===== src/hdl/assert_macros.svh =====
// ----------------------------------------------------------------------------
// assert_macros.svh
// Assertion shorthands shared by the receiver RTL.
// ----------------------------------------------------------------------------
`ifndef ASSERT_MACROS_SVH
`define ASSERT_MACROS_SVH

// Clocked check, masked while reset is asserted (active-low reset).
`define FCR_ASSERT(lbl, clk, rst_n, prop, msg) \
    lbl: assert property (@(posedge clk) disable iff (!(rst_n)) (prop)) else $error(msg);

// Clocked check that also holds during reset.
`define FCR_ASSERT_ALWAYS(lbl, clk, prop, msg) \
    lbl: assert property (@(posedge clk) (prop)) else $error(msg);

`endif


===== src/hdl/fcr_pkg.sv =====
// ----------------------------------------------------------------------------
// fcr_pkg
// Types and constants of the framed command receiver.
// ----------------------------------------------------------------------------
package fcr_pkg;

    localparam int DATA_BYTES  = 8;   // usable frame data bytes, 1..8
    localparam int STORE_DEPTH = 8;   // physical data store entries
    localparam int IDX_W       = $clog2(STORE_DEPTH);
    localparam int POS_W       = 4;
    localparam int NUM_REGS    = 8;
    localparam int QUEUE_DEPTH = 2;
    localparam int QPTR_W      = $clog2(QUEUE_DEPTH);
    localparam int QCNT_W      = $clog2(QUEUE_DEPTH + 1);

    localparam logic [7:0] FRAME_FLAG = 8'h02;

    typedef enum logic [2:0] {
        REG_INDICATOR  = 3'd0,
        REG_RESET      = 3'd1,
        REG_CAN_CLEAR  = 3'd2,
        REG_CAN_ID_LO  = 3'd3,
        REG_CAN_ID_HI  = 3'd4,
        REG_CAN_SIZE   = 3'd5,
        REG_CAN_DATA   = 3'd6,
        REG_CAN_COMMIT = 3'd7
    } t_reg_idx;

    typedef enum logic [1:0] {
        PH_FLAG  = 2'd0,
        PH_EVENT = 2'd1,
        PH_VALUE = 2'd2,
        PH_CHECK = 2'd3
    } t_phase;

    typedef enum logic [3:0] {
        ACT_LAMP   = 4'd0,
        ACT_RESET  = 4'd1,
        ACT_CLEAR  = 4'd2,
        ACT_ID_LO  = 4'd3,
        ACT_ID_HI  = 4'd4,
        ACT_SIZE   = 4'd5,
        ACT_DATA   = 4'd6,
        ACT_COMMIT = 4'd7,
        ACT_NONE   = 4'd8
    } t_action;

    typedef struct packed {
        logic [7:0] event_code;
        logic [7:0] event_value;
        t_action    action;
    } t_cmd;

endpackage


===== src/hdl/fcr_rx_if.sv =====
// ----------------------------------------------------------------------------
// fcr_rx_if
// Received byte channel.
// ----------------------------------------------------------------------------
interface fcr_rx_if;
    logic       valid;
    logic       ready;
    logic [7:0] rx_byte;

    modport source (output valid, output rx_byte, input ready);
    modport sink   (input valid, input rx_byte, output ready);
endinterface


===== src/hdl/fcr_res_if.sv =====
// ----------------------------------------------------------------------------
// fcr_res_if
// Result channel: one item per validated message.
// ----------------------------------------------------------------------------
interface fcr_res_if;
    logic        valid;
    logic        ready;
    logic [7:0]  event_code;
    logic [7:0]  event_value;
    logic        indicator_on;
    logic        reset_request;
    logic        frame_ready;
    logic [15:0] frame_id;
    logic [7:0]  frame_size;
    logic [63:0] frame_data;
    logic [3:0]  bytes_held;

    modport source (output valid, output event_code, output event_value,
                    output indicator_on, output reset_request, output frame_ready,
                    output frame_id, output frame_size, output frame_data,
                    output bytes_held, input ready);
    modport sink   (input valid, input event_code, input event_value,
                    input indicator_on, input reset_request, input frame_ready,
                    input frame_id, input frame_size, input frame_data,
                    input bytes_held, output ready);
endinterface


===== src/hdl/fcr_cfg_if.sv =====
// ----------------------------------------------------------------------------
// fcr_cfg_if
// Configuration write channel: register index and write data.
// ----------------------------------------------------------------------------
interface fcr_cfg_if;
    logic       valid;
    logic       ready;
    logic [7:0] index;
    logic [7:0] data;

    modport source (output valid, output index, output data, input ready);
    modport sink   (input valid, input index, input data, output ready);
endinterface


===== src/hdl/fcr_front.sv =====
// ----------------------------------------------------------------------------
// fcr_front
// Byte parser: finds flag/event/value/checksum messages, checks the sum and
// classifies the event against the configured codes.
// ----------------------------------------------------------------------------
`include "assert_macros.svh"

module fcr_front
    import fcr_pkg::*;
(
    input  logic        i_clk,
    input  logic        i_rst_n,
    fcr_rx_if.sink      i_rx,
    fcr_cfg_if.sink     i_cfg,
    input  logic        i_queue_full,
    output logic        o_push,
    output t_cmd        o_cmd
);

    t_phase     r_phase, n_phase;
    logic [7:0] r_event, n_event;
    logic [7:0] r_value, n_value;
    logic [7:0] r_codes [NUM_REGS];
    logic       accept;
    logic       sum_ok;
    t_action    action;

    assign i_cfg.ready = 1'b1;
    // Only the checksum byte may need a queue slot.
    assign i_rx.ready  = (r_phase != PH_CHECK) || !i_queue_full;
    assign accept      = i_rx.valid && i_rx.ready;
    assign sum_ok      = (8'(r_event + r_value) == i_rx.rx_byte);

    always_ff @(posedge i_clk) begin
        if (!i_rst_n) begin
            for (int i = 0; i < NUM_REGS; i++) begin
                r_codes[i] <= 8'(i);
            end
        end else if (i_cfg.valid && (i_cfg.index < 8'(NUM_REGS))) begin
            r_codes[i_cfg.index[2:0]] <= i_cfg.data;
        end
    end

    always_ff @(posedge i_clk) begin
        if (!i_rst_n) begin
            r_phase <= PH_FLAG;
            r_event <= 8'd0;
            r_value <= 8'd0;
        end else begin
            r_phase <= n_phase;
            r_event <= n_event;
            r_value <= n_value;
        end
    end

    always_comb begin
        n_phase = r_phase;
        n_event = r_event;
        n_value = r_value;
        o_push  = 1'b0;
        if (accept) begin
            unique case (r_phase)
                PH_FLAG: begin
                    if (i_rx.rx_byte == FRAME_FLAG) begin
                        n_phase = PH_EVENT;
                    end
                end
                PH_EVENT: begin
                    n_event = i_rx.rx_byte;
                    n_phase = PH_VALUE;
                end
                PH_VALUE: begin
                    n_value = i_rx.rx_byte;
                    n_phase = PH_CHECK;
                end
                PH_CHECK: begin
                    n_phase = PH_FLAG;
                    o_push  = sum_ok;
                end
                default: n_phase = PH_FLAG;
            endcase
        end
    end

    // First matching code in register order wins.
    always_comb begin
        if (r_event == r_codes[REG_INDICATOR]) begin
            action = ACT_LAMP;
        end else if (r_event == r_codes[REG_RESET]) begin
            action = ACT_RESET;
        end else if (r_event == r_codes[REG_CAN_CLEAR]) begin
            action = ACT_CLEAR;
        end else if (r_event == r_codes[REG_CAN_ID_LO]) begin
            action = ACT_ID_LO;
        end else if (r_event == r_codes[REG_CAN_ID_HI]) begin
            action = ACT_ID_HI;
        end else if (r_event == r_codes[REG_CAN_SIZE]) begin
            action = ACT_SIZE;
        end else if (r_event == r_codes[REG_CAN_DATA]) begin
            action = ACT_DATA;
        end else if (r_event == r_codes[REG_CAN_COMMIT]) begin
            action = ACT_COMMIT;
        end else begin
            action = ACT_NONE;
        end
    end

    assign o_cmd = '{event_code: r_event, event_value: r_value, action: action};

    `FCR_ASSERT(a_push_on_check, i_clk, i_rst_n, o_push |-> (r_phase == PH_CHECK && accept), "push outside checksum phase")
    `FCR_ASSERT(a_check_leaves, i_clk, i_rst_n, (accept && r_phase == PH_CHECK) |=> (r_phase == PH_FLAG), "checksum byte did not end the message")

endmodule


===== src/hdl/fcr_cmd_queue.sv =====
// ----------------------------------------------------------------------------
// fcr_cmd_queue
// Short command queue between parser and executor.
// ----------------------------------------------------------------------------
`include "assert_macros.svh"

module fcr_cmd_queue
    import fcr_pkg::*;
(
    input  logic i_clk,
    input  logic i_rst_n,
    input  logic i_push,
    input  t_cmd i_cmd,
    output logic o_full,
    output logic o_valid,
    input  logic i_pop,
    output t_cmd o_cmd
);

    t_cmd              r_mem [QUEUE_DEPTH];
    logic [QPTR_W-1:0] r_wr_ptr;
    logic [QPTR_W-1:0] r_rd_ptr;
    logic [QCNT_W-1:0] r_count;
    logic              do_pop;

    assign o_full  = (r_count == QCNT_W'(QUEUE_DEPTH));
    assign o_valid = (r_count != '0);
    assign o_cmd   = r_mem[r_rd_ptr];
    assign do_pop  = i_pop && o_valid;

    always_ff @(posedge i_clk) begin
        if (i_push) begin
            r_mem[r_wr_ptr] <= i_cmd;
        end
    end

    always_ff @(posedge i_clk) begin
        if (!i_rst_n) begin
            r_wr_ptr <= '0;
            r_rd_ptr <= '0;
            r_count  <= '0;
        end else begin
            if (i_push) begin
                r_wr_ptr <= QPTR_W'(r_wr_ptr + 1'b1);
            end
            if (do_pop) begin
                r_rd_ptr <= QPTR_W'(r_rd_ptr + 1'b1);
            end
            case ({i_push, do_pop})
                2'b10:   r_count <= QCNT_W'(r_count + 1'b1);
                2'b01:   r_count <= QCNT_W'(r_count - 1'b1);
                default: r_count <= r_count;
            endcase
        end
    end

    `FCR_ASSERT(a_no_overflow, i_clk, i_rst_n, !(i_push && o_full), "push into full queue")

endmodule


===== src/hdl/fcr_back.sv =====
// ----------------------------------------------------------------------------
// fcr_back
// Executor: applies lamp / reset / CAN frame commands and registers the result.
// ----------------------------------------------------------------------------
`include "assert_macros.svh"

module fcr_back
    import fcr_pkg::*;
(
    input  logic       i_clk,
    input  logic       i_rst_n,
    input  logic       i_cmd_valid,
    input  t_cmd       i_cmd,
    output logic       o_pop,
    fcr_res_if.source  o_res
);

    logic             r_lamp, n_lamp;
    logic [15:0]      r_id, n_id;
    logic [7:0]       r_size, n_size;
    logic [POS_W-1:0] r_pos, n_pos;
    logic [7:0]       r_store [STORE_DEPTH];
    logic [7:0]       n_store [STORE_DEPTH];
    logic             n_rst_req;
    logic             n_commit;
    logic [63:0]      n_data;

    logic             r_out_valid;
    logic [7:0]       r_out_code;
    logic [7:0]       r_out_value;
    logic             r_out_lamp;
    logic             r_out_rst;
    logic             r_out_commit;
    logic [15:0]      r_out_id;
    logic [7:0]       r_out_size;
    logic [63:0]      r_out_data;
    logic [POS_W-1:0] r_out_pos;

    assign o_pop = i_cmd_valid && (!r_out_valid || o_res.ready);

    always_comb begin
        n_lamp    = r_lamp;
        n_id      = r_id;
        n_size    = r_size;
        n_pos     = r_pos;
        n_store   = r_store;
        n_rst_req = 1'b0;
        n_commit  = 1'b0;
        case (i_cmd.action)
            ACT_LAMP:   n_lamp = (i_cmd.event_value != 8'd0);
            ACT_RESET:  n_rst_req = 1'b1;
            ACT_CLEAR: begin
                n_id  = 16'd0;
                n_pos = '0;
            end
            ACT_ID_LO:  n_id = r_id | {8'd0, i_cmd.event_value};
            ACT_ID_HI:  n_id = r_id | {i_cmd.event_value, 8'd0};
            ACT_SIZE:   n_size = i_cmd.event_value;
            ACT_DATA: begin
                // full buffer drops the byte
                if (r_pos < POS_W'(DATA_BYTES)) begin
                    n_store[r_pos[IDX_W-1:0]] = i_cmd.event_value;
                    n_pos = POS_W'(r_pos + 1'b1);
                end
            end
            ACT_COMMIT: n_commit = 1'b1;
            default: ;
        endcase
    end

    always_comb begin
        n_data = '0;
        for (int i = 0; i < STORE_DEPTH; i++) begin
            if (i < DATA_BYTES) begin
                n_data[8*i +: 8] = n_store[i];
            end
        end
    end

    always_ff @(posedge i_clk) begin
        if (!i_rst_n) begin
            r_lamp <= 1'b0;
            r_id   <= 16'd0;
            r_size <= 8'd0;
            r_pos  <= '0;
            for (int i = 0; i < STORE_DEPTH; i++) begin
                r_store[i] <= 8'd0;
            end
        end else if (o_pop) begin
            r_lamp  <= n_lamp;
            r_id    <= n_id;
            r_size  <= n_size;
            r_pos   <= n_pos;
            r_store <= n_store;
        end
    end

    always_ff @(posedge i_clk) begin
        if (!i_rst_n) begin
            r_out_valid <= 1'b0;
        end else if (o_pop) begin
            r_out_valid <= 1'b1;
        end else if (o_res.ready) begin
            r_out_valid <= 1'b0;
        end
    end

    always_ff @(posedge i_clk) begin
        if (o_pop) begin
            r_out_code   <= i_cmd.event_code;
            r_out_value  <= i_cmd.event_value;
            r_out_lamp   <= n_lamp;
            r_out_rst    <= n_rst_req;
            r_out_commit <= n_commit;
            r_out_id     <= n_id;
            r_out_size   <= n_size;
            r_out_data   <= n_data;
            r_out_pos    <= n_pos;
        end
    end

    assign o_res.valid         = r_out_valid;
    assign o_res.event_code    = r_out_code;
    assign o_res.event_value   = r_out_value;
    assign o_res.indicator_on  = r_out_lamp;
    assign o_res.reset_request = r_out_rst;
    assign o_res.frame_ready   = r_out_commit;
    assign o_res.frame_id      = r_out_id;
    assign o_res.frame_size    = r_out_size;
    assign o_res.frame_data    = r_out_data;
    assign o_res.bytes_held    = r_out_pos;

    `FCR_ASSERT(a_pos_bound, i_clk, i_rst_n, r_pos <= POS_W'(DATA_BYTES), "data position past buffer")
    `FCR_ASSERT(a_flags_exclusive, i_clk, i_rst_n, r_out_valid |-> !(r_out_rst && r_out_commit), "reset and commit in one item")

endmodule


===== src/hdl/framed_command_receiver_unit.sv =====
// ----------------------------------------------------------------------------
// framed_command_receiver_unit
// Framed command receiver: serial bytes in, validated command results out.
// ----------------------------------------------------------------------------
// One received byte is taken per clock, except while a checksum byte stalls.
// Messages are flag 0x02, event, value and checksum (event + value mod 256);
// each message whose checksum matches produces one result item, the state
// after its lamp, reset or CAN frame action, if any. The parser places a
// matched command in a two-entry queue on the checksum byte; the executor
// pops it when its output register is empty or being taken, applies it and
// holds the result in that output register. The byte channel stalls only on
// a checksum byte while the queue is full; other bytes are always taken.
// Configuration writes are taken every cycle; indexes past the last code
// register are dropped.

module framed_command_receiver_unit
    import fcr_pkg::*;
(
    input  logic       i_clk,
    input  logic       i_rst_n,
    fcr_rx_if.sink     i_rx,
    fcr_cfg_if.sink    i_cfg,
    fcr_res_if.source  o_res
);

    logic queue_full;
    logic push;
    t_cmd push_cmd;
    logic cmd_valid;
    logic pop;
    t_cmd head_cmd;

    fcr_front u_front (
        .i_clk        (i_clk),
        .i_rst_n      (i_rst_n),
        .i_rx         (i_rx),
        .i_cfg        (i_cfg),
        .i_queue_full (queue_full),
        .o_push       (push),
        .o_cmd        (push_cmd)
    );

    fcr_cmd_queue u_queue (
        .i_clk   (i_clk),
        .i_rst_n (i_rst_n),
        .i_push  (push),
        .i_cmd   (push_cmd),
        .o_full  (queue_full),
        .o_valid (cmd_valid),
        .i_pop   (pop),
        .o_cmd   (head_cmd)
    );

    fcr_back u_back (
        .i_clk       (i_clk),
        .i_rst_n     (i_rst_n),
        .i_cmd_valid (cmd_valid),
        .i_cmd       (head_cmd),
        .o_pop       (pop),
        .o_res       (o_res)
    );

endmodule


===== src/flat_wrapper.sv =====
// flat-port wrapper written by rule: the top's interface ports become plain ports
module framed_command_receiver_unit_flat import fcr_pkg::*;
  (i_clk, i_rst_n, i_rx_valid, i_rx_rx_byte, i_rx_ready, i_cfg_valid, i_cfg_index, i_cfg_data, i_cfg_ready, o_res_valid, o_res_event_code, o_res_event_value, o_res_indicator_on, o_res_reset_request, o_res_frame_ready, o_res_frame_id, o_res_frame_size, o_res_frame_data, o_res_bytes_held, o_res_ready);
  fcr_rx_if i_rx_i ();
  fcr_cfg_if i_cfg_i ();
  fcr_res_if o_res_i ();
  input  logic i_clk;
  input  logic i_rst_n;
  input wire logic [$bits(i_rx_i.valid)-1:0] i_rx_valid;
  input wire logic [$bits(i_rx_i.rx_byte)-1:0] i_rx_rx_byte;
  output wire logic [$bits(i_rx_i.ready)-1:0] i_rx_ready;
  input wire logic [$bits(i_cfg_i.valid)-1:0] i_cfg_valid;
  input wire logic [$bits(i_cfg_i.index)-1:0] i_cfg_index;
  input wire logic [$bits(i_cfg_i.data)-1:0] i_cfg_data;
  output wire logic [$bits(i_cfg_i.ready)-1:0] i_cfg_ready;
  output wire logic [$bits(o_res_i.valid)-1:0] o_res_valid;
  output wire logic [$bits(o_res_i.event_code)-1:0] o_res_event_code;
  output wire logic [$bits(o_res_i.event_value)-1:0] o_res_event_value;
  output wire logic [$bits(o_res_i.indicator_on)-1:0] o_res_indicator_on;
  output wire logic [$bits(o_res_i.reset_request)-1:0] o_res_reset_request;
  output wire logic [$bits(o_res_i.frame_ready)-1:0] o_res_frame_ready;
  output wire logic [$bits(o_res_i.frame_id)-1:0] o_res_frame_id;
  output wire logic [$bits(o_res_i.frame_size)-1:0] o_res_frame_size;
  output wire logic [$bits(o_res_i.frame_data)-1:0] o_res_frame_data;
  output wire logic [$bits(o_res_i.bytes_held)-1:0] o_res_bytes_held;
  input wire logic [$bits(o_res_i.ready)-1:0] o_res_ready;
  assign i_rx_i.valid = i_rx_valid;
  assign i_rx_i.rx_byte = i_rx_rx_byte;
  assign i_rx_ready = i_rx_i.ready;
  assign i_cfg_i.valid = i_cfg_valid;
  assign i_cfg_i.index = i_cfg_index;
  assign i_cfg_i.data = i_cfg_data;
  assign i_cfg_ready = i_cfg_i.ready;
  assign o_res_valid = o_res_i.valid;
  assign o_res_event_code = o_res_i.event_code;
  assign o_res_event_value = o_res_i.event_value;
  assign o_res_indicator_on = o_res_i.indicator_on;
  assign o_res_reset_request = o_res_i.reset_request;
  assign o_res_frame_ready = o_res_i.frame_ready;
  assign o_res_frame_id = o_res_i.frame_id;
  assign o_res_frame_size = o_res_i.frame_size;
  assign o_res_frame_data = o_res_i.frame_data;
  assign o_res_bytes_held = o_res_i.bytes_held;
  assign o_res_i.ready = o_res_ready;
  framed_command_receiver_unit u_core (.i_clk(i_clk), .i_rst_n(i_rst_n), .i_rx(i_rx_i), .i_cfg(i_cfg_i), .o_res(o_res_i));
endmodule

===== config.mk =====
export PLATFORM = sky130hd
export DESIGN_NAME = framed_command_receiver_unit_flat
export DESIGN_NICKNAME = d
export VERILOG_FILES = /design/src/hdl/fcr_pkg.sv /design/src/hdl/fcr_rx_if.sv /design/src/hdl/fcr_res_if.sv /design/src/hdl/fcr_cfg_if.sv /design/src/hdl/fcr_front.sv /design/src/hdl/fcr_cmd_queue.sv /design/src/hdl/fcr_back.sv /design/src/hdl/framed_command_receiver_unit.sv /design/src/flat_wrapper.sv
export VERILOG_INCLUDE_DIRS = /design/src /design/src/hdl
export SDC_FILE = /design/constraint.sdc
export NUM_CORES = 1
export LEC_CHECK = 0
export ABC_AREA = 1
export BUFFER_PORTS_ARGS = -buffer_cell sky130_fd_sc_hd__buf_2
export CORE_MARGIN = 2
export CORE_UTILIZATION = 45
export DETAILED_ROUTE_END_ITERATION = 10
export GPL_ROUTABILITY_DRIVEN = 0
export PLACE_DENSITY_LB_ADDON = 0.15
export SLEW_MARGIN = 0
export SYNTH_ARGS = -nofsm -noshare
export SYNTH_HDL_FRONTEND = slang
export SYNTH_SLANG_ARGS = --single-unit

===== constraint.sdc =====
create_clock -name i_clk -period 5.45 [get_ports i_clk]
set_input_delay 0 -clock i_clk [delete_from_list [all_inputs] [get_ports i_clk]]
set_output_delay 0 -clock i_clk [all_outputs]
set_load 0.03 [all_outputs]

## Word-level counts from Yosys, hierarchy flattened

Memories as Yosys holds them, arrays and structs flattened. A register that Yosys moved wholly into a read port is not among the register bits.
Cells that the tools add are included.
Widths: inputs -> output; s select.

| storage, ports and cells | value |
|---|---|
| logic and storage cells | 125 |
| output and inout port bits | 114 |
| input port bits | 29 |
| register bits | 227 |
| memories | 2 |
| memory bits (writable) | 104 |

Memory list:

| memory | words | width | rd ports | clocked after memory_dff | write ports | RTL line | RTL |
|---|---|---|---|---|---|---|---|
| u_core.u_front.r_codes | 8 | 8 | 8 | 0 | 8 | fcr_front.sv:23 | `logic [7:0] r_codes [NUM_REGS];` |
| u_core.u_queue.r_mem | 2 | 20 | 1 | 1 | 1 | fcr_cmd_queue.sv:20 | `t_cmd r_mem [QUEUE_DEPTH];` |

| operators by class | value |
|---|---|
| bitwise logic cells | 3 |
| magnitude comparators | 4 |
| mux-type cells | 38 |
| reduce and logical (&&, ||, !) cells | 19 |
| $add $sub $neg | 6 |
| eq/ne operators | 25 |

Operators by type and width:

| kind | count |
|---|---|
| $mux 64 | 2 |
| $eq 8x8->1 | 9 |
| $bwmux 64 | 1 |
| $pmux 16 s3 | 1 |
| $mux 4 | 9 |
| $demux 8 s3 | 1 |
| $mux 8 | 3 |
| $eq 4x3->1 const B | 4 |
| $mux 1 | 16 |
| $or 16x16->16 | 1 |
| $or 16x8->16 | 1 |
| $add 8x8->8 | 1 |
| $eq 2x2->1 const B | 4 |
| $eq 4x2->1 const B | 2 |
| $eq 8x2->1 const B | 1 |
| $lt 8x4->1 const B | 1 |
| $pmux 2 s4 | 1 |
| $pmux 4 s2 | 1 |
| $reduce_bool 8->1 | 1 |
| $reduce_or 8->1 | 1 |
| $reduce_and 2->1 | 3 |
| $reduce_bool 2->1 | 3 |
| $logic_and 1x1->1 | 5 |
| $add 4x1->4 const B | 1 |
| 17 further kinds | 22 |

## Longest topological paths before layout

Gate-level depths: netlist of the first run.
An unclocked memory read counts as a cell.

| logic depth | value |
|---|---|
| depth after elaboration | 10 |
| mapped depth | 19 |
| gate-level depth less buffers | 18 |

## Hierarchy

Synthesis of the first run repeated with hierarchy kept, for this count alone.

| unflattened totals | value |
|---|---|
| cells, all modules | 1634 |
| area, all modules | 15064.4 um^2 |

By module, submodules not included:

| module | seq. area each (um^2) | area an instance (um^2) | times used | cells each |
|---|---|---|---|---|
| fcr_back | 5215.0 | 8780.9 | 1 | 1021 |
| fcr_front | 2282.2 | 4524.3 | 1 | 515 |
| fcr_cmd_queue | 1301.2 | 1759.2 | 1 | 98 |

## Least setup slack after synthesis of the first run

OpenSTA, ideal clock, no wires.

| timing path | value |
|---|---|
| kind | reg2reg |
| start point | register u_core.u_back.r_out_valid (netlist: u_core.u_back.o_res.valid) |
| end point | register u_core.u_queue.r_count[1] |
| cell stages (with the launch flop) | 11 |
| data arrival time | 5.081 ns |
| period minus slack after synthesis | 5.151 ns |
| setup time | 0.070 ns |
| path buffers | 1 |
| data required time | 5.380 ns |
| setup slack | 0.299 ns |
| path through | dfxtp_1 > inv_1 > nor2_1 > a21oi_2 > clkbuf_1 > ha_1 > inv_1 > nand2_1 > nor2_1 > o21ai_0 > a21oi_1 |

| on the way | value |
|---|---|
| cells in the longest elaborated chain, start to end | 6 |
| elaborated cells between the ends (all ways) | 8 |
| classes of those cells | eq/ne: 2; mux: 1; reduce/logical: 5 |

RTL lines:

| element | RTL line | RTL |
|---|---|---|
| from (decl) | fcr_back.sv:28 | `logic r_out_valid;` |
| from (signal assigned) | fcr_back.sv:100 | `r_out_valid <= 1'b0;` |
| from (signal assigned) | fcr_back.sv:102 | `r_out_valid <= 1'b1;` |
| from (signal assigned) | fcr_back.sv:104 | `r_out_valid <= 1'b0;` |
| $logic_not 1->1 * | fcr_back.sv:39 | `assign o_pop = i_cmd_valid && (!r_out_valid \|\| o_res.ready);` |
| $logic_or 1x1->1 * | fcr_back.sv:39 |  |
| $logic_and 1x1->1 * | fcr_back.sv:39 |  |
| net u_core.pop | framed_command_receiver_unit.sv:30 | `logic pop;` |
| $logic_and 1x1->1 * | fcr_cmd_queue.sv:29 | `assign do_pop = i_pop && o_valid;` |
| $eq 2x1->1 or $eq 2x2->1 (tied branches) | fcr_cmd_queue.sv:49 | `case ({i_push, do_pop})` |
| $pmux 2 s2 or $reduce_bool 2->1 (tied branches) | - |  |
| to (signal assigned) | fcr_cmd_queue.sv:50 | `2'b10: r_count <= QCNT_W'(r_count + 1'b1);` |
| to (signal assigned) | fcr_cmd_queue.sv:51 | `2'b01: r_count <= QCNT_W'(r_count - 1'b1);` |
| to (signal assigned) | fcr_cmd_queue.sv:52 | `default: r_count <= r_count;` |
| to (decl) | fcr_cmd_queue.sv:23 | `logic [QCNT_W-1:0] r_count;` |

The timed path passes the listed nets; every way through them passes the cells marked *.
A chain may end at the register's enable or synchronous reset.

## Worst setup path after layout of the first run

| timing path | value |
|---|---|
| start point | register u_core.u_front.r_event[1] |
| end point | memory u_core.u_queue.r_mem[1][11] in the netlist's numbering, enable pin |

| on the way | value |
|---|---|
| cells in the longest elaborated chain, start to end | 6 |

RTL lines:

| element | RTL line | RTL |
|---|---|---|
| from (decl) | fcr_front.sv:21 | `logic [7:0] r_event, n_event;` |
| from (signal assigned) | fcr_front.sv:51 | `r_event <= n_event;` |
| $add 8x8->8 | fcr_front.sv:32 | `assign sum_ok = (8'(r_event + r_value) == i_rx.rx_byte);` |
| $eq 8x8->1 | fcr_front.sv:32 |  |
| $mux 1 | fcr_front.sv:62 | `unique case (r_phase)` |
| $mux 1 | fcr_front.sv:61 | `if (accept) begin` |
| $mux 1 | fcr_cmd_queue.sv:32 | `if (i_push) begin` |
| $mux 1 (implied by the code) | fcr_cmd_queue.sv:33 | `r_mem[r_wr_ptr] <= i_cmd;` |
| to (decl) | fcr_cmd_queue.sv:20 |  |

No other way between the ends.

==> impl_metrics.json, run 1 <==
{
  "clkTransAtPathRegs_ns": 0.06,
  "tritoncts": "yes",
  "rr_worst_depth": 9,
  "clockBufferDepth": 3,
  "ys_types": 44,
  "dr.pass1.iters": 5,
  "gr-total-overflow": 0,
  "grt_pass1_wl_mm": 51.4,
  "core_area_mm2": 0.0325,
  "area_growth_pct": 15.9,
  "worst_skew_pair.late_latency_ns": 0.52,
  "crit_required_ns": 5.59,
  "hold_path_end": "u_core.u_front.r_codes[5][2]",
  "status": "finished, final reports clean",
  "power.density_mw_per_mm2": 500,
  "hpwl_mm": 21.0,
  "async_flop_share_pct": 0,
  "postRouteAntennaNets": 0,
  "nets": 1714,
  "cp_max_fo": 20,
  "cts_resized": 0,
  "synth_ff_type": "edfxtp_1",
  "slowest_delay_ns": 0.77,
  "synth_area_leaders": "edfxtp_1 (44%), dfxtp_1 (16%), inv_1 (6.9%), nand2_1 (6.4%), o21ai_2 (4.1%)",
  "maxCapViolCount": 0,
  "die_width_um": 185,
  "start_kind": "register",
  "synth_fp_nets": 1568,
  "worst_pin_slew_ns": 1.14,
  "avgSynthCellArea_um2": 9.71,
  "finish.utilization_pct": 52.9,
  "postCtsSetupBuffers": 0,
  "tns_ns": 0,
  "slew_headroom_pct": 24.1,
  "slew_viol_final": 0,
  "instances_no_fill": 2141,
  "rsz0062_at_grt": "no",
  "final-hold-violation-count": 0,
  "cts_hold_buf": 22,
  "rows": 66,
  "critical-path-slowest-cell": "dfxtp_1",
  "yosys.area.top_type_share_pct": 43.6,
  "grt_pass1_vias": 9618,
  "critPathBufInv": 2,
  "leakage_nw": 7.63,
  "netlist_area_mm2": 0.0148,
  "antenna_found_initial": 0,
  "cp_data_arrival_time_ns": 3.18,
  "cp_cell_sequence": "fa_1 -> inv_1 -> o21a_1 -> nand3_1 -> nor2_1 -> nand3_1 -> nor2_1 -> nand2_1 -> inv_1",
  "skew_ns": 0.0143,
  "drcViolationCount": 0,
  "hold_depth": 3,
  "die_h_um": 185,
  "io_buffers": 141,
  "cts_root_buf": "clkbuf_16",
  "grt_usage_pct": 19.2,
  "period_needed_ns": 3.04,
  "ios": 143,
  "numCtsBuffers": 36,
  "num_vias": 10443,
  "drt-total-wl_mm": 33.1,
  "avgRoutedWirePerCell_um": 15.4,
  "drtIter0Drc": 794,
  "hold_start": "i_cfg_data[2]",
  "critPathCaptureType": "register",
  "initial_utilization_pct": 45.6,
  "rr_startpoint": "u_core.u_front.r_event[1]",
  "ys_seq_elements": 332,
  "ir_drop_v": 0.000343,
  "vias_per_cell": 4.88,
  "die_area_mm2": 0.0344,
  "synth-edff-count": 215,
  "cp-startpoint": "u_core.u_front.r_event[1]",
  "cts-htree-levels": 2,
  "nFillCells": 2938,
  "max_freq_mhz": 329,
  "r2r_end": "u_core.u_queue.r_mem[1][11]",
  "place_inst": 2053,
  "hp-class": "input port to register",
  "clkSinkCount": 332,
  "setup_viol": 0,
  "finalCritPeriodShare_pct": 55.7,
  "grt_max_degree": 128,
  "regToRegSetupSlack_ns": 2.41,
  "synth-seq-area-share_pct": 59.4,
  "path_delay_family": "flip-flops",
  "crit_type": "register to register",
  "yosysWarnings": 0,
  "diodes": 0,
  "synth_top_cell_by_area": "edfxtp_1",
  "postSynthCellCount": 1525,
  "layout-drive-gt1-share_pct": 18.5
}
==> layout make-up <==
class	count	area, um^2	share of cell area (%)
multi-input cells	853	4640	27.0
inverters	279	1050	6.12
repair buffers	169	983	5.73
flip-flops and latches	332	8800	51.3
clock inverters	14	119	0.692
clock buffers	52	1020	5.95
well taps	442	553	3.22
==> worst max path at each step <==
stage	to	slack, ns	depth (start not counted)
floorplan	u_core.u_queue.r_count[1]	0.30	10
global placement	u_core.u_queue.r_mem[1][3]	2.45	12
detailed placement	u_core.u_queue.r_mem[1][3]	2.39	12
CTS	u_core.u_queue.r_mem[1][17]	2.38	9
global route	u_core.u_queue.r_mem[1][2]	2.20	12
finish	u_core.u_queue.r_mem[1][11]	2.41	9
==> through the flow <==
step                      power (mW)  worst slack, ns  area (um^2)  hold WS, ns
after detailed placement        6.30             2.39        15800        0.347
after CTS                       8.66             2.38        17200      0.00758
after global routing            9.07             2.20        17200       0.0119
after global placement          6.23             2.45        15800        0.337
final                           8.58             2.41        17200       0.0103
after floorplan                 5.69            0.299        14800        0.168
==> worst reg2reg max path, stage by stage, from the launching register on <==
cell,delay (ns)
dfxtp_1,0.77
fa_1,0.53
inv_1,0.08
o21a_1,0.10
nand3_1,0.07
nor2_1,0.15
nand3_1,0.09
nor2_1,0.18
nand2_1,0.09
inv_1,0.59
==> report_power, final <==
group	total, mW	switching [mW]	internal [mW]
Combinational	2.59	1.87	0.720
Clock	2.35	0.990	1.36
Sequential	3.64	0.198	3.44
==> per-layer routing <==
metal  GRT usage (%)  wire length [um]  up-vias
li1                -                 -     5281
met1            26.0             14800     4868
met2            32.5             15900      251
met3            2.63              1780       43
met4            4.98               628        0
met5               0                 0        -
==> kinds of logic after synthesis <==
kind of cell	after synthesis	synth area share, %
fa+ha+maj	14	1.23
xor+xnor	34	2.01
simple gates	460	13.9
buf+inv	340	9.32
flops	332	59.4
compound gates	336	13.5
other cells	1	0.0253
mux	8	0.608
==> flip-flops by register name, summed over array words and instances (netlist names), 2 cells and up, named ones only <==
register / flops
u_core.u_back.r_pos: 4
u_core.u_back.o_res.frame_data: 64
u_core.u_queue.r_mem: 40
u_core.u_back.o_res.frame_id: 16
u_core.u_front.r_value: 8
u_core.u_front.r_codes: 64
u_core.u_back.r_store: 64
u_core.u_back.o_res.event_code: 8
u_core.u_back.o_res.frame_size: 8
u_core.u_front.r_event: 8
u_core.u_queue.r_count: 2
u_core.u_front.r_phase: 2
u_core.u_back.o_res.bytes_held: 4
u_core.u_back.r_id: 16
u_core.u_back.r_size: 8
u_core.u_back.o_res.event_value: 8
==> cell usage after synthesis, types with 17 or more instances <==
library cell	number
inv_1	274
nand2_1	253
edfxtp_1	215
nor2_1	119
dfxtp_1	117
a21oi_1	114
o21ai_2	70
o21ai_1	67
o21ai_0	57
nand3_1	35
clkbuf_1	28
xnor2_1	20
or2_2	19
o22ai_1	17
==> placed cells by master, fill, tap and decap left out, types with 20 or more instances in the layout <==
cell type | synthesis | final
inv_1 | 274 | 274
nand2_1 | 253 | 253
edfxtp_1 | 215 | 215
buf_2 | 14 | 141
nor2_1 | 119 | 119
dfxtp_1 | 117 | 117
a21oi_1 | 114 | 114
o21ai_2 | 70 | 70
o21ai_1 | 67 | 67
o21ai_0 | 57 | 57
clkbuf_16 | 0 | 36
nand3_1 | 35 | 35
dlygate4sd3_1 | 0 | 22
xnor2_1 | 20 | 20
No activity file was read; power rests on OpenSTA's default activity.
==> run 2, diff against run 1 <==
Clock period 5.45 ns to 2.57 ns, I/O delays scaled along.
==> impl_metrics.json, run 2 (same netlist as run 1, synthesis figures left out) <==
{
  "cp_data_arrival_time_ns": 2.66,
  "tritoncts": "yes",
  "postRouteAntennaNets": 0,
  "start_kind": "register",
  "gr-total-overflow": 0,
  "period_needed_ns": 2.44,
  "slew_viol_final": 0,
  "crit_required_ns": 2.79,
  "critical-path-slowest-cell": "fa_1",
  "worst_skew_pair.late_latency_ns": 0.51,
  "rows": 66,
  "die_h_um": 185,
  "cp_max_fo": 15,
  "skew_ns": 0.0184,
  "hpwl_mm": 21.3,
  "initial_utilization_pct": 45.6,
  "drtIter0Drc": 680,
  "vias_per_cell": 4.90,
  "wl_met1_mm": 15.3,
  "dr_wl_met2_mm": 16.2,
  "crit_type": "register to register",
  "finalCritPeriodShare_pct": 94.8,
  "final-hold-violation-count": 0,
  "cp_cell_sequence": "ha_4 -> fa_1 -> nand2_1 -> nand3_1 -> nand2_1 -> nand2_1 -> nand2_1 -> nand2_1 -> nand2_1 -> nand2_1 -> nor2_2 -> inv_2 -> buf_4 -> nor2_4 -> buf_12",
  "diodes": 0,
  "grt_max_degree": 149,
  "layout-drive-gt1-share_pct": 21.1,
  "maxCapViolCount": 0,
  "power.density_mw_per_mm2": 1050,
  "clkSinkCount": 332,
  "antenna_found_initial": 0,
  "critPathCaptureType": "register",
  "tns_ns": 0,
  "cts-htree-levels": 2,
  "layout_common_cells": "inv_1 (270), nand2_1 (251), edfxtp_1 (215)",
  "place_area_mm2": 0.0161,
  "top_layer": "met4",
  "path_delay_family": "simple AND/OR/NAND/NOR gates",
  "clockBufferDepth": 3,
  "hp-class": "input port to register",
  "core_area_mm2": 0.0325,
  "hold_ws_ns": 0.0108,
  "drcViolationCount": 0,
  "setup_viol": 0,
  "place_ws_ns": -0.0621,
  "area_growth_pct": 18.8,
  "num_vias": 10646,
  "dr.pass1.iters": 5,
  "slew_headroom_pct": 52.5,
  "grt_pass1_vias": 9670,
  "final_common_cell": "inv_1",
  "drt-total-wl_mm": 33.7,
  "io_buffers": 141,
  "leakage_nw": 7.85,
  "clkTransAtPathRegs_ns": 0.06,
  "ir_drop_v": 0.000619,
  "die_area_mm2": 0.0344,
  "worst_pin_slew_ns": 0.712,
  "fin_area_mm2": 0.0176,
  "finalPower_mw": 18.4,
  "grt_pass1_wl_mm": 53.2,
  "avgRoutedWirePerCell_um": 15.5,
  "rsz0062_at_grt": "yes",
  "ios": 143,
  "fin_ws_ns": 0.134,
  "max_freq_mhz": 411,
  "cts_root_buf": "clkbuf_16",
  "critPathBufInv": 3,
  "slowest_delay_ns": 0.43,
  "nets": 1746,
  "numCtsBuffers": 37,
  "dr_wl_met3_mm": 1.60,
  "status": "finished, final reports clean",
  "grt_usage_pct": 20.1,
  "crit_path_frequent_cell": "nand2_1",
  "die_width_um": 185
}
run 2: cell types whose count changed in the layout (fill, tap and decap cells not counted), sizes merged:
cell         previous run  this run
buf                   147       178
clkbuf                 52        55
clkinv                 13        11
clkinvlp                0         2
dlygate4sd3            22        20
run 2: worst reg2reg max path, delay by kind of cell (launching register included):
family | cells | cell delay [ns]
adders and majority gates | 2 | 0.59
buffers and inverters | 3 | 0.36
DFF | 1 | 0.34
and+or+nand+nor | 10 | 0.85
run 2: metal layers:
layer / GRT usage, % / vias to the layer above
li1: - / 5344
met1: 27.8 / 5010
met2: 33.1 / 249
met3: 3.05 / 43
met4: 5.05 / 0
met5: 0 / -
run 2: where the power goes:
part / switching, mW / internal [mW] / leakage, nW / total (mW)
registers: 0.398 / 7.28 / 3.02 / 7.68
logic: 4.05 / 1.66 / 4.26 / 5.71
clock network: 2.07 / 2.99 / 0.570 / 5.05
run 2: area by class of cell:
| class | instances | area, um^2 |
|---|---|---|
| inverter | 279 | 1060 |
| timing repair buffer | 200 | 1310 |
| multi-input combinational | 853 | 4700 |
| fill | 2912 | 14900 |
| tap | 442 | 553 |
| sequential | 332 | 8800 |
| clock buffer | 53 | 1070 |
| clock inverter | 14 | 101 |
run 2: final timing paths:
kind | startpoint | endpoint | slack (ns) | depth (start not counted)
min | i_cfg_data[4] | u_core.u_front.r_codes[4][4] | 0.01 | 3
max reg2reg | u_core.u_front.r_value[0] | u_core.u_queue.r_mem[0][0] | 0.13 | 15
max | u_core.u_front.r_value[0] | u_core.u_queue.r_mem[0][0] | 0.13 | 15
min reg2reg | u_core.u_queue.r_rd_ptr | u_core.u_queue.r_rd_ptr | 0.47 | 1
run 2: through the flow:
step,util (%),std cells
after detailed placement,49.5,2080
after floorplan,-,1525
final,54.2,2173
after global placement,49.5,2080
after CTS,53.8,2169
after global routing,54.2,2173
run 2: timing repair:
item,4_1_cts,5_1_grt
hold buffers,20,0
cloned,0,3
resized for setup,4,19
endpoints found under the setup margin,6,58
pin swaps,6,9
setup buffers,2,2
endpoints found under the hold margin,36,0
